**config.mk**
```make
export PLATFORM = sky130hd
export DESIGN_NAME = pbm_opacity
export DESIGN_NICKNAME = d
export VERILOG_FILES = /design/src/rtl/pixel_blend_with_modes_unit_defines.svh /design/src/rtl/pbm_pkg.sv /design/src/rtl/pbm_opacity.sv
export SDC_FILE = /design/constraint.sdc
export NUM_CORES = 1
export LEC_CHECK = 0
export CELL_PAD_IN_SITES_DETAIL_PLACEMENT = 1
export CELL_PAD_IN_SITES_GLOBAL_PLACEMENT = 2
export CORE_MARGIN = 4
export CORE_UTILIZATION = 48
export CTS_CLUSTER_DIAMETER = 30
export DETAILED_ROUTE_END_ITERATION = 10
export DONT_BUFFER_PORTS = 1
export PLACE_DENSITY = 0.95
export REMOVE_ABC_BUFFERS = 1
export SLEW_MARGIN = 20
export SYNTH_ARGS = -nofsm -noshare
export SYNTH_HDL_FRONTEND = slang
export SYNTH_SLANG_ARGS = --single-unit
```
**constraint.sdc**
```tcl
create_clock -name aclk -period 10.24 [get_ports aclk]
set_input_delay 2.56 -clock aclk [delete_from_list [all_inputs] [get_ports aclk]]
set_output_delay 2.56 -clock aclk [all_outputs]
set_load 0.02 [all_outputs]
```
**src/rtl/pixel_blend_with_modes_unit_defines.svh**
```systemverilog
// Assertion macros for the pixel blend unit.
// Included by the top level; no other dependencies.
`ifndef PIXEL_BLEND_WITH_MODES_UNIT_DEFINES_SVH
`define PIXEL_BLEND_WITH_MODES_UNIT_DEFINES_SVH

// Same-cycle implication, disabled while reset is asserted.
`define PBM_ASSERT_NOW(label, clk, rstn, ante, cons) \
    label: assert property (@(posedge clk) disable iff (!(rstn)) (ante) |-> (cons)) \
        else $error("pixel blend assertion failed");

// Next-cycle implication, disabled while reset is asserted.
`define PBM_ASSERT_NEXT(label, clk, rstn, ante, cons) \
    label: assert property (@(posedge clk) disable iff (!(rstn)) (ante) |=> (cons)) \
        else $error("pixel blend assertion failed");

`endif

```
**src/rtl/pbm_pkg.sv**
```systemverilog
// Shared types, constants and arithmetic helpers of the pixel blend unit.
// No dependencies; used by every module of the block.
package pbm_pkg;

    localparam int NUM_STAGES = 6;
    localparam int SOFT_D_W   = 22;
    localparam logic [16:0] ONE_Q16 = 17'd65536;

    typedef enum logic [1:0] {
        MODE_NORMAL   = 2'd0,
        MODE_MULTIPLY = 2'd1,
        MODE_SCREEN   = 2'd2,
        MODE_SOFT     = 2'd3
    } mode_t;

    typedef enum logic [1:0] {
        CFG_BLEND_MODE  = 2'd0,
        CFG_OPACITY     = 2'd1,
        CFG_MASK_ENABLE = 2'd2
    } cfg_index_t;

    localparam mode_t       BLEND_MODE_RESET  = MODE_NORMAL;
    localparam logic [16:0] OPACITY_RESET     = ONE_Q16;
    localparam logic        MASK_ENABLE_RESET = 1'b0;

    // Stage enables and the settled configuration, fanned out to every lane.
    typedef struct packed {
        logic [NUM_STAGES-1:0] en;
        mode_t                 mode;
        logic [16:0]           opacity;
        logic                  mask_enable;
    } pbm_ctrl_t;

    typedef logic [SOFT_D_W-1:0] soft_d_rom_t [256];

    // Exact floor(x/255) by reciprocal multiplication, for three dividend widths.
    function automatic logic [8:0] div255_16(input logic [15:0] x);
        logic [31:0] p;
        p = 32'(x) * 32'd32897;
        return p[31:23];
    endfunction

    function automatic logic [16:0] div255_24(input logic [23:0] x);
        logic [48:0] p;
        p = 49'(x) * 49'd16843010;
        return p[48:32];
    endfunction

    function automatic logic [23:0] div255_31(input logic [30:0] x);
        logic [62:0] p;
        p = 63'(x) * 63'd2155905153;
        return p[62:39];
    endfunction

    // Soft light bright branch: max(0, round(sqrt(b/255)*2^16)*255 - b*2^16).
    function automatic soft_d_rom_t build_soft_d_rom();
        soft_d_rom_t rom;
        logic [63:0] w;
        logic [63:0] res;
        logic [63:0] probe;
        logic [63:0] r;
        logic [63:0] scaled;
        logic [63:0] base;
        for (int b = 0; b < 256; b++) begin
            w   = (64'(b) << 34) / 64'd255;
            res = 64'd0;
            for (int i = 18; i >= 0; i--) begin
                probe = res | (64'd1 << i);
                if (probe * probe <= w) begin
                    res = probe;
                end
            end
            r      = (res + 64'd1) >> 1;
            scaled = r * 64'd255;
            base   = 64'(b) << 16;
            rom[b] = (scaled > base) ? SOFT_D_W'(scaled - base) : '0;
        end
        return rom;
    endfunction

    localparam soft_d_rom_t SOFT_D_ROM = build_soft_d_rom();

endpackage

```
**src/rtl/pbm_opacity.sv**
```systemverilog
// Effective opacity path: saturates the global opacity and scales it by the mask.
// Depends on pbm_pkg; its output lines up with the final mix stage of the lanes.
module pbm_opacity (
    input  logic              aclk,
    input  pbm_pkg::pbm_ctrl_t ctrl,
    input  logic [7:0]        mask_value,
    output logic [16:0]       op_out
);

    logic [16:0] opc_next;
    logic [23:0] om_next;
    logic [16:0] div_q;
    logic [16:0] op1_next;

    logic [16:0] opc0_reg;
    logic [23:0] om0_reg;
    logic [16:0] op1_reg;
    logic [16:0] op2_reg;
    logic [16:0] op3_reg;
    logic [16:0] op4_reg;

    always_comb begin
        opc_next = (ctrl.opacity > pbm_pkg::ONE_Q16) ? pbm_pkg::ONE_Q16 : ctrl.opacity;
        om_next  = 24'(opc_next) * 24'(mask_value);
        div_q    = pbm_pkg::div255_24(om0_reg);
        op1_next = ctrl.mask_enable ? div_q : opc0_reg;
    end

    always_ff @(posedge aclk) begin
        if (ctrl.en[0]) begin
            opc0_reg <= opc_next;
            om0_reg  <= om_next;
        end
        if (ctrl.en[1]) begin
            op1_reg <= op1_next;
        end
        if (ctrl.en[2]) begin
            op2_reg <= op1_reg;
        end
        if (ctrl.en[3]) begin
            op3_reg <= op2_reg;
        end
        if (ctrl.en[4]) begin
            op4_reg <= op3_reg;
        end
    end

    assign op_out = op4_reg;

endmodule

```
==> results.yml, run 1 <==
pwr:
  vdd_drop_max_mv: 0.223
  powerDensity_nw_per_um2: 335
  leakage_nw: 5.87
detailed_routing:
  routed_via_density: 5.40
  drc: 0
  wl_per_cell_um: 18.5
  postRouteAntennaNets: 0
  num_vias: 7446
  first_pass_iters: 4
  routed_wl_mm: 25.5
  drtIter0Drc: 264
cells_and_area:
  filler_cell_count: 2563
  multi_input_area_sq_um: 7360
  seqCellArea_sq_um: 3270
  largest_register_ffs: 24
  layout.cells.non_filler: 1380
  antenna_cells: 0
  drive_gt1_share_pct: 2.83
  fin_nets: 1409
  areaGrowthSynthToFinish_pct: 5.28
clocking:
  cts_buffers: 9
  htreeDepth: 3
  cts_buffer_depth: 2
  path_clk_slew_ns: 0.07
  cts_setup_buffers: 0
  cts_tree: "built"
  clock_latency_ns: 0.36
  cts_sinks: 109
  root_buffer: "clkbuf_16"
  hold_buffers: 0
  post_cts_resized: 0
yosys:
  syn_area_per_cell_sq_um: 10.7
  synth-async-reset-ratio_pct: 0
  synth_area_leaders: "edfxtp_1 (29%), ha_1 (23%), fa_1 (18%)"
  yosys.area.top_type: "edfxtp_1"
  yosys_register_bits: 109
  synth.most_common_cell: "ha_1"
  synth_top_area_share_pct: 28.5
  synth-seq-area-share_pct: 28.5
  syn_inst: 1071
  synth_common_cells: "ha_1 (213), inv_1 (195), and2_1 (110)"
  synthDistinctLibCells: 56
  synth_warnings: 0
  syn-cell-area_sq_um: 11500
  synth_edf_count: 109
  ys.flop_type: "edfxtp_1"
sta:
  drv_slew: 0
  hold_viol_final: 0
  finalCritPeriodShare_pct: 84.1
  finalSetupViolations: 0
  fin_worst_skew_ns: 0.00819
  holdWs_ns: 0.422
  maxSlewHeadroom_pct: 39.4
  finalSetupTns_ns: 0
  fin_crit_ns: 8.62
  fmax_mhz: 116
  tightestPinTransition_ns: 0.907
  rsz0062_at_grt: "false"
setup_path:
  crit_type: "primary input to register"
  cp_slowest_cell: "nor2b_1"
  r2r_setup_slack_ns: 5.33
  rr_worst_depth: 16
  reg2reg_to: "op1_reg[10]"
  cp_data_required_time_ns: 10.34
  r2r_start: "om0_reg[23]"
  crit_start: "ctrl[7]"
  arrival_ns: 8.72
  crit_chain: "nor4_1 > a41oi_1 > nor2b_1 > and2_1 > fa_1 > fa_1 > fa_1 > inv_1 > fa_1 > inv_1 > ha_1 > a2111oi_0 > o21ai_0 > a21oi_1 > o31ai_1 > o41ai_1 > o21ai_0 > xor2_1"
  cp-end-kind: "register"
  startpoint_type: "primary input"
  slowest_delay_ns: 0.83
  worstPathMaxFanout: 10
  worstSetupEndpoint: "om0_reg[22]"
  cp_common_cell: "fa_1"
grt:
  grt_overflow: 0
  grt_max_degree: 42
  track_usage_pct: 20.6
  grt_pass1_wl_mm: 43.0
  grt_pass1_vias: 8375
  grt_antenna_before_repair: 0
floorplanning:
  ios: 52
  start_util_pct: 48.9
  num_rows: 56
  dieArea_sq_um: 26400
  die_x_um: 163
  core_area_sq_um: 23500
  die_y_um: 163
placement:
  place_inst: 1364
  dpl.hpwl_mm: 20.9
  port_buffers: 0
  gp_congestion: 0.831
min_path:
  min_path_type: "register to register"
status:
  status: "completed"
flow_run:
  drv_cap: 0
[layout by cell type, fill, tap and decap left out, types with 5 or more instances in the layout]
cell and instances:
and2_1 110, a21o_1 17, a21oi_1 31, fa_1 105, o31ai_1 5, nand2b_1 5
nor2_1 23, xor2_1 6, inv_1 195, nand3_1 12, nor2b_1 21, nor3_1 12
edfxtp_1 109, or3_1 5, nand2_1 52, o211ai_1 7, ha_1 213, o21ai_0 18
xnor2_1 19, nor4_1 6, clkbuf_16 9, a31oi_1 5, and3_1 7, nand4_1 8
[report_power, final]
group | total (mW) | internal, mW | switching [mW] | leakage, nW
Sequential | 0.754 | 0.651 | 0.104 | 1.07
Combinational | 2.96 | 1.27 | 1.69 | 4.67
Clock | 0.336 | 0.172 | 0.164 | 0.140
Total | 4.05 | 2.10 | 1.96 | 5.87
[critical path: cells and delay by family]
| kind | cells | cell delay [ns] |
|---|---|---|
| xor+xnor | 1 | 0.17 |
| buf+inv | 2 | 0.09 |
| compound gates | 7 | 2.11 |
| simple gates | 3 | 1.35 |
| fa+ha+maj | 5 | 2.42 |
[how the worst min path moves through the flow]
stage	startpoint	to	slack [ns]	cells after the start
floorplan	op1_reg[0]	op2_reg[0]	0.40	0
global placement	op3_reg[5]	op_out[5]	0.40	0
detailed placement	op3_reg[16]	op_out[16]	0.41	0
CTS	op1_reg[11]	op2_reg[11]	0.42	0
global route	op2_reg[4]	op3_reg[4]	0.43	0
finish	op2_reg[4]	op3_reg[4]	0.42	0
[per-layer routing]
metal,wire (um),global-route usage [%],vias to the layer above
li1,-,-,3573
met4,370,4.42,0
met5,0,0,-
met3,980,3.19,33
met1,11100,26.5,3698
met2,13000,36.8,142
[metrics by stage]
step,cell area [sq um],setup WS (ns),utilization [%],power [mW]
3_5_place_dp,11800,1.22,50.2,3.70
3_3_place_gp,11800,1.43,50.2,3.55
6_report,12100,1.62,51.5,4.05
4_1_cts,12100,1.66,51.5,4.11
2_1_floorplan,11400,2.43,-,2.93
5_1_grt,12100,1.14,51.5,4.64
[area by class of cell]
| type | instances | share of cell area, % |
|---|---|---|
| clock buffers | 10 | 1.90 |
| well taps | 319 | 3.30 |
| multi-input cells | 738 | 60.9 |
| inverters | 195 | 6.06 |
| clock inverters | 6 | 0.528 |
| repair buffers | 3 | 0.186 |
| flip-flops and latches | 109 | 27.1 |
[cell families (layout without fill, tap and decap cells)]
| group | Yosys count | after routing | synth area share, % |
|---|---|---|---|
| buffers and inverters | 224 | 214 | 7.33 |
| AO/OA/AOI/OAI | 125 | 125 | 7.62 |
| AND/OR/NAND/NOR | 266 | 266 | 12.7 |
| flip-flops | 109 | 109 | 28.5 |
| multiplexers | 4 | 4 | 0.393 |
| adder cells (fa/ha/maj) | 318 | 318 | 41.6 |
| XOR/XNOR | 25 | 25 | 1.91 |
Note: power is estimated with default switching activity, not from simulation.
==> run 2, diff against run 1 <==
--- a/config.mk
+++ b/config.mk
@@ -8,11 +8,11 @@
 export CELL_PAD_IN_SITES_DETAIL_PLACEMENT = 1
 export CELL_PAD_IN_SITES_GLOBAL_PLACEMENT = 2
 export CORE_MARGIN = 4
-export CORE_UTILIZATION = 48
+export CORE_UTILIZATION = 44
 export CTS_CLUSTER_DIAMETER = 30
 export DETAILED_ROUTE_END_ITERATION = 10
 export DONT_BUFFER_PORTS = 1
-export PLACE_DENSITY = 0.95
+export PLACE_DENSITY = 0.93
 export REMOVE_ABC_BUFFERS = 1
 export SLEW_MARGIN = 20
 export SYNTH_ARGS = -nofsm -noshare
==> constraint.sdc (replaced) <==
create_clock -name aclk -period 8.1 [get_ports aclk]
set_input_delay 2.025 -clock aclk [delete_from_list [all_inputs] [get_ports aclk]]
set_output_delay 2.025 -clock aclk [all_outputs]
set_load 0.02 [all_outputs]
==> results.yml, run 2 (synthesis gave the netlist of run 1 again) <==
status:
  status: "completed"
flow_run:
  drv_cap: 0
floorplanning:
  num_rows: 58
  die_x_um: 169
  core_area_sq_um: 25400
  ios: 52
  die_y_um: 169
  start_util_pct: 45.2
  dieArea_sq_um: 28700
clocking:
  cts_sinks: 109
  htreeDepth: 3
  cts_tree: "built"
  post_cts_resized: 0
  root_buffer: "clkbuf_16"
  path_clk_slew_ns: 0.08
  hold_buffers: 0
  clock_latency_ns: 0.36
  cts_buffer_depth: 2
  cts_buffers: 9
  cts_setup_buffers: 0
min_path:
  min_path_cells: 0
  hold_end: "op_out[0]"
  min_from: "op3_reg[0]"
  min_path_type: "register to register"
setup_path:
  r2r_setup_slack_ns: 3.08
  r2r_start: "om0_reg[23]"
  crit_type: "primary input to register"
  reg2reg_to: "op1_reg[9]"
  startpoint_type: "primary input"
  cp_data_required_time_ns: 8.21
  worstPathMaxFanout: 5
  arrival_ns: 7.37
  cp-end-kind: "register"
  rr_worst_depth: 16
grt:
  track_usage_pct: 18.8
  grt_pass1_wl_mm: 43.1
  grt_overflow: 0
  grt_max_degree: 42
  grt_pass1_vias: 8371
  grt_antenna_before_repair: 0
detailed_routing:
  routed_via_density: 5.29
  wl_per_cell_um: 17.9
  drtIter0Drc: 303
  drc: 0
  first_pass_iters: 5
  routed_wl_mm: 25.3
  num_vias: 7463
  postRouteAntennaNets: 0
cells_and_area:
  antenna_cells: 0
  layout.cells.non_filler: 1411
  most-common-layout-cells: "ha_1 (213), inv_1 (195), and2_1 (110), edfxtp_1 (109), fa_1 (105)"
  largest_register_ffs: 24
  drive_gt1_share_pct: 4.72
  areaGrowthSynthToFinish_pct: 6.87
  fin_nets: 1429
  mostFrequentLayoutCell: "ha_1"
sta:
  finalCritPeriodShare_pct: 89.6
  drv_slew: 0
  hold_viol_final: 0
  fmax_mhz: 138
  fin_crit_ns: 7.26
  finalSetupViolations: 0
  maxSlewHeadroom_pct: 43.3
  tightestPinTransition_ns: 0.848
  fin_worst_skew_ns: 0.0110
  rsz0062_at_grt: "false"
  finalSetupTns_ns: 0
pwr:
  vdd_drop_max_mv: 0.232
  leakage_nw: 5.99
  p_total_mw: 5.15
  powerDensity_nw_per_um2: 420
placement:
  port_buffers: 0
  gp_congestion: 0.821
  dpl.hpwl_mm: 21.0
  place_inst: 1395
-- run 2: changes by cell type in the layout (fill, tap and decap cells not counted) --
cell,previous run,this run
buf_4,3,23
clkbuf_1,1,0
clkinv_4,0,1
clkinv_8,1,2
clkinvlp_4,1,0
inv_12,0,1
inv_8,2,1
-- run 2: how the worst max path moves through the flow --
stage                  from     endpoint  slack [ns]  cells past startpoint
floorplan           ctrl[7]  om0_reg[22]        0.83                     18
global placement    ctrl[4]  om0_reg[22]        0.39                     20
detailed placement  ctrl[4]  om0_reg[22]        0.39                     20
CTS                 ctrl[4]  om0_reg[22]        0.78                     20
global route        ctrl[4]  om0_reg[20]        0.30                     21
finish              ctrl[4]  om0_reg[22]        0.84                     20
-- run 2: per-layer routing --
metal | routed length, um | GRT usage, %
met5 | 0 | 0
met4 | 503 | 5.15
met3 | 835 | 2.19
met2 | 12400 | 32.8
met1 | 11500 | 25.1
-- run 2: critical path, cell delays in order --
cell and delay (ns):
nor4_1 0.29, a41oi_1 0.21, buf_4 0.20, nor2b_1 0.26, and2_1 0.20, fa_1 0.45, fa_1 0.53, fa_1 0.55
inv_1 0.05, fa_1 0.52, inv_1 0.04, ha_1 0.31, a2111oi_0 0.39, o21ai_0 0.23, a21oi_1 0.29, o31ai_1 0.16
o41ai_1 0.27, buf_4 0.17, o21ai_0 0.09, xor2_1 0.15
-- run 2: area by class of cell --
type                    count  area, sq um
flip-flops and latches    109         3270
inverters                 195          732
well taps                 330          413
repair buffers             23          173
fillers                  2781        13100
clock inverters             7         86.3
clock buffers               9          225
multi-input cells         738         7360
-- run 2: per-stage QoR --
stage	setup WS [ns]	hold WS, ns	utilization [%]	area, sq um
finish	0.840	0.421	48.3	12300
global route	0.300	0.427	48.3	12300
CTS	0.783	0.423	48.3	12300
detailed placement	0.393	0.405	47.0	11900
global placement	0.387	0.401	47.0	11900
floorplan	0.829	0.400	-	11400
-- run 2: report_power, final --
part,internal (mW),switching (mW)
sequential,0.823,0.140
combinational,1.62,2.12
clock,0.223,0.222
==> run 3, diff against run 2 <==
--- a/config.mk
+++ b/config.mk
@@ -5,14 +5,14 @@
 export SDC_FILE = /design/constraint.sdc
 export NUM_CORES = 1
 export LEC_CHECK = 0
+export BUFFER_PORTS_ARGS = -buffer_cell sky130_fd_sc_hd__buf_2
 export CELL_PAD_IN_SITES_DETAIL_PLACEMENT = 1
 export CELL_PAD_IN_SITES_GLOBAL_PLACEMENT = 2
 export CORE_MARGIN = 4
-export CORE_UTILIZATION = 44
+export CORE_UTILIZATION = 39
 export CTS_CLUSTER_DIAMETER = 30
 export DETAILED_ROUTE_END_ITERATION = 10
-export DONT_BUFFER_PORTS = 1
-export PLACE_DENSITY = 0.93
+export PLACE_DENSITY = 0.9
 export REMOVE_ABC_BUFFERS = 1
 export SLEW_MARGIN = 20
 export SYNTH_ARGS = -nofsm -noshare
==> constraint.sdc (replaced) <==
create_clock -name aclk -period 5.95 [get_ports aclk]
set_input_delay 1.4875 -clock aclk [delete_from_list [all_inputs] [get_ports aclk]]
set_output_delay 1.4875 -clock aclk [all_outputs]
set_load 0.02 [all_outputs]
==> results.yml, run 3 (synthesis gave the netlist of run 1 again) <==
placement:
  dpl.hpwl_mm: 23.1
  place_area_sq_um: 12900
  port_buffers: 48
  gp_congestion: 0.805
sta:
  drv_slew: 0
  rsz0062_at_grt: "true"
  fin_crit_ns: 6.34
  finalSetupViolations: 8
  setup_slack_ns: -0.393
  tightestPinTransition_ns: 0.914
  fmax_mhz: 158
  maxSlewHeadroom_pct: 39.1
  holdWs_ns: 0.423
  hold_viol_final: 0
  finalSetupTns_ns: -1.73
  finalCritPeriodShare_pct: 107
  fin_worst_skew_ns: 0.0135
setup_path:
  worstPathMaxFanout: 8
  cp_data_required_time_ns: 6.15
  crit_type: "primary input to register"
  arrival_ns: 6.55
  startpoint_type: "primary input"
  cp-end-kind: "register"
  rr_worst_depth: 16
  r2r_setup_slack_ns: 0.95
cells_and_area:
  final_util_pct: 49.2
  fin_nets: 1587
  antenna_cells: 0
  most-common-layout-cells: "ha_1 (201), inv_1 (181), buf_4 (113), edfxtp_1 (109), fa_1 (100)"
  mostFrequentLayoutCell: "ha_1"
  drive_gt1_share_pct: 25.3
  areaGrowthSynthToFinish_pct: 23.8
  largest_register_ffs: 24
  final_area_sq_um: 14200
detailed_routing:
  drtIter0Drc: 304
  routed_via_density: 5.11
  routed_wl_mm: 30.4
  drc: 0
  postRouteAntennaNets: 0
  first_pass_iters: 4
  wl_per_cell_um: 18.8
  num_vias: 8294
flow_run:
  drv_cap: 0
grt:
  grt_pass1_wl_mm: 48.1
  grt_max_degree: 42
  grt_pass1_vias: 9388
  grt_overflow: 0
  track_usage_pct: 18.4
  grt_antenna_before_repair: 0
min_path:
  min_path_type: "register to register"
  min_path_cells: 0
floorplanning:
  core_area_sq_um: 28900
  die_y_um: 180
  ios: 52
  dieArea_sq_um: 32200
  die_x_um: 180
  start_util_pct: 39.8
  num_rows: 62
clocking:
  htreeDepth: 3
  cts_buffers: 9
  root_buffer: "clkbuf_16"
  cts_sinks: 109
  cts_buffer_depth: 2
  clock_latency_ns: 0.37
  path_clk_slew_ns: 0.08
  cts_tree: "built"
pwr:
  powerDensity_nw_per_um2: 541
  leakage_nw: 6.91
  p_total_mw: 7.68
  vdd_drop_max_mv: 0.408
status:
  violations: "negative setup slack"
  status: "finished, violations left"
==> run 3: where the power goes <==
group | total (mW) | internal (mW) | switching (mW) | leakage, nW
Combinational | 5.78 | 2.58 | 3.20 | 5.69
Sequential | 1.29 | 1.12 | 0.172 | 1.07
Clock | 0.613 | 0.303 | 0.310 | 0.149
Total | 7.68 | 4.00 | 3.68 | 6.91
==> run 3: what timing repair did <==
action                     4_1_cts  5_1_grt
pin swaps                       70       52
setup endpoints to repair       12       14
hold buffers                     0        0
resized for setup              141       54
buffers inserted                17       14
==> run 3: area by class of cell <==
cell class | instances | area (sq um)
multi-input cells | 738 | 7970
well taps | 384 | 480
inverters | 195 | 732
fillers | 3110 | 14700
clock buffers | 9 | 225
clock inverters | 7 | 92.6
flip-flops and latches | 109 | 3270
repair buffers | 181 | 1430
==> run 3: per-layer routing <==
layer / vias up / GRT usage, % / routed length, um
met4: 0 / 4.88 / 832
met1: 4142 / 22.4 / 12800
met3: 61 / 2.75 / 1010
li1: 3920 / - / -
met2: 171 / 33.9 / 15800
met5: - / 0 / 0
==> run 3: worst max-delay path, cell delays in order <==
cell	delay, ns
buf_8	0.10
nor4_4	0.30
a41oi_2	0.16
buf_6	0.19
nor2b_4	0.16
buf_6	0.12
nand2_1	0.08
fa_2	0.40
inv_2	0.07
fa_1	0.42
fa_1	0.54
inv_2	0.04
fa_1	0.51
inv_2	0.05
ha_4	0.24
buf_6	0.13
o2111ai_4	0.09
nand3_4	0.13
o311ai_4	0.33
a21oi_2	0.13
a311o_1	0.39
a2111o_1	0.38
o211ai_1	0.10
==> run 3: final timing paths <==
| path | from | to |
|---|---|---|
| worst max register to register | om0_reg[23] | op1_reg[8] |
| worst min register to register | op1_reg[15] | op2_reg[15] |
| worst max-delay path | ctrl[15] | om0_reg[23] |
| worst min-delay path | op1_reg[15] | op2_reg[15] |
==> run 3: metrics by stage <==
stage,instances,worst slack (ns)
detailed placement,1581,-1.35
CTS,1614,-0.232
global route,1623,-0.552
floorplan,1042,-0.784
finish,1623,-0.393
global placement,1581,-1.17
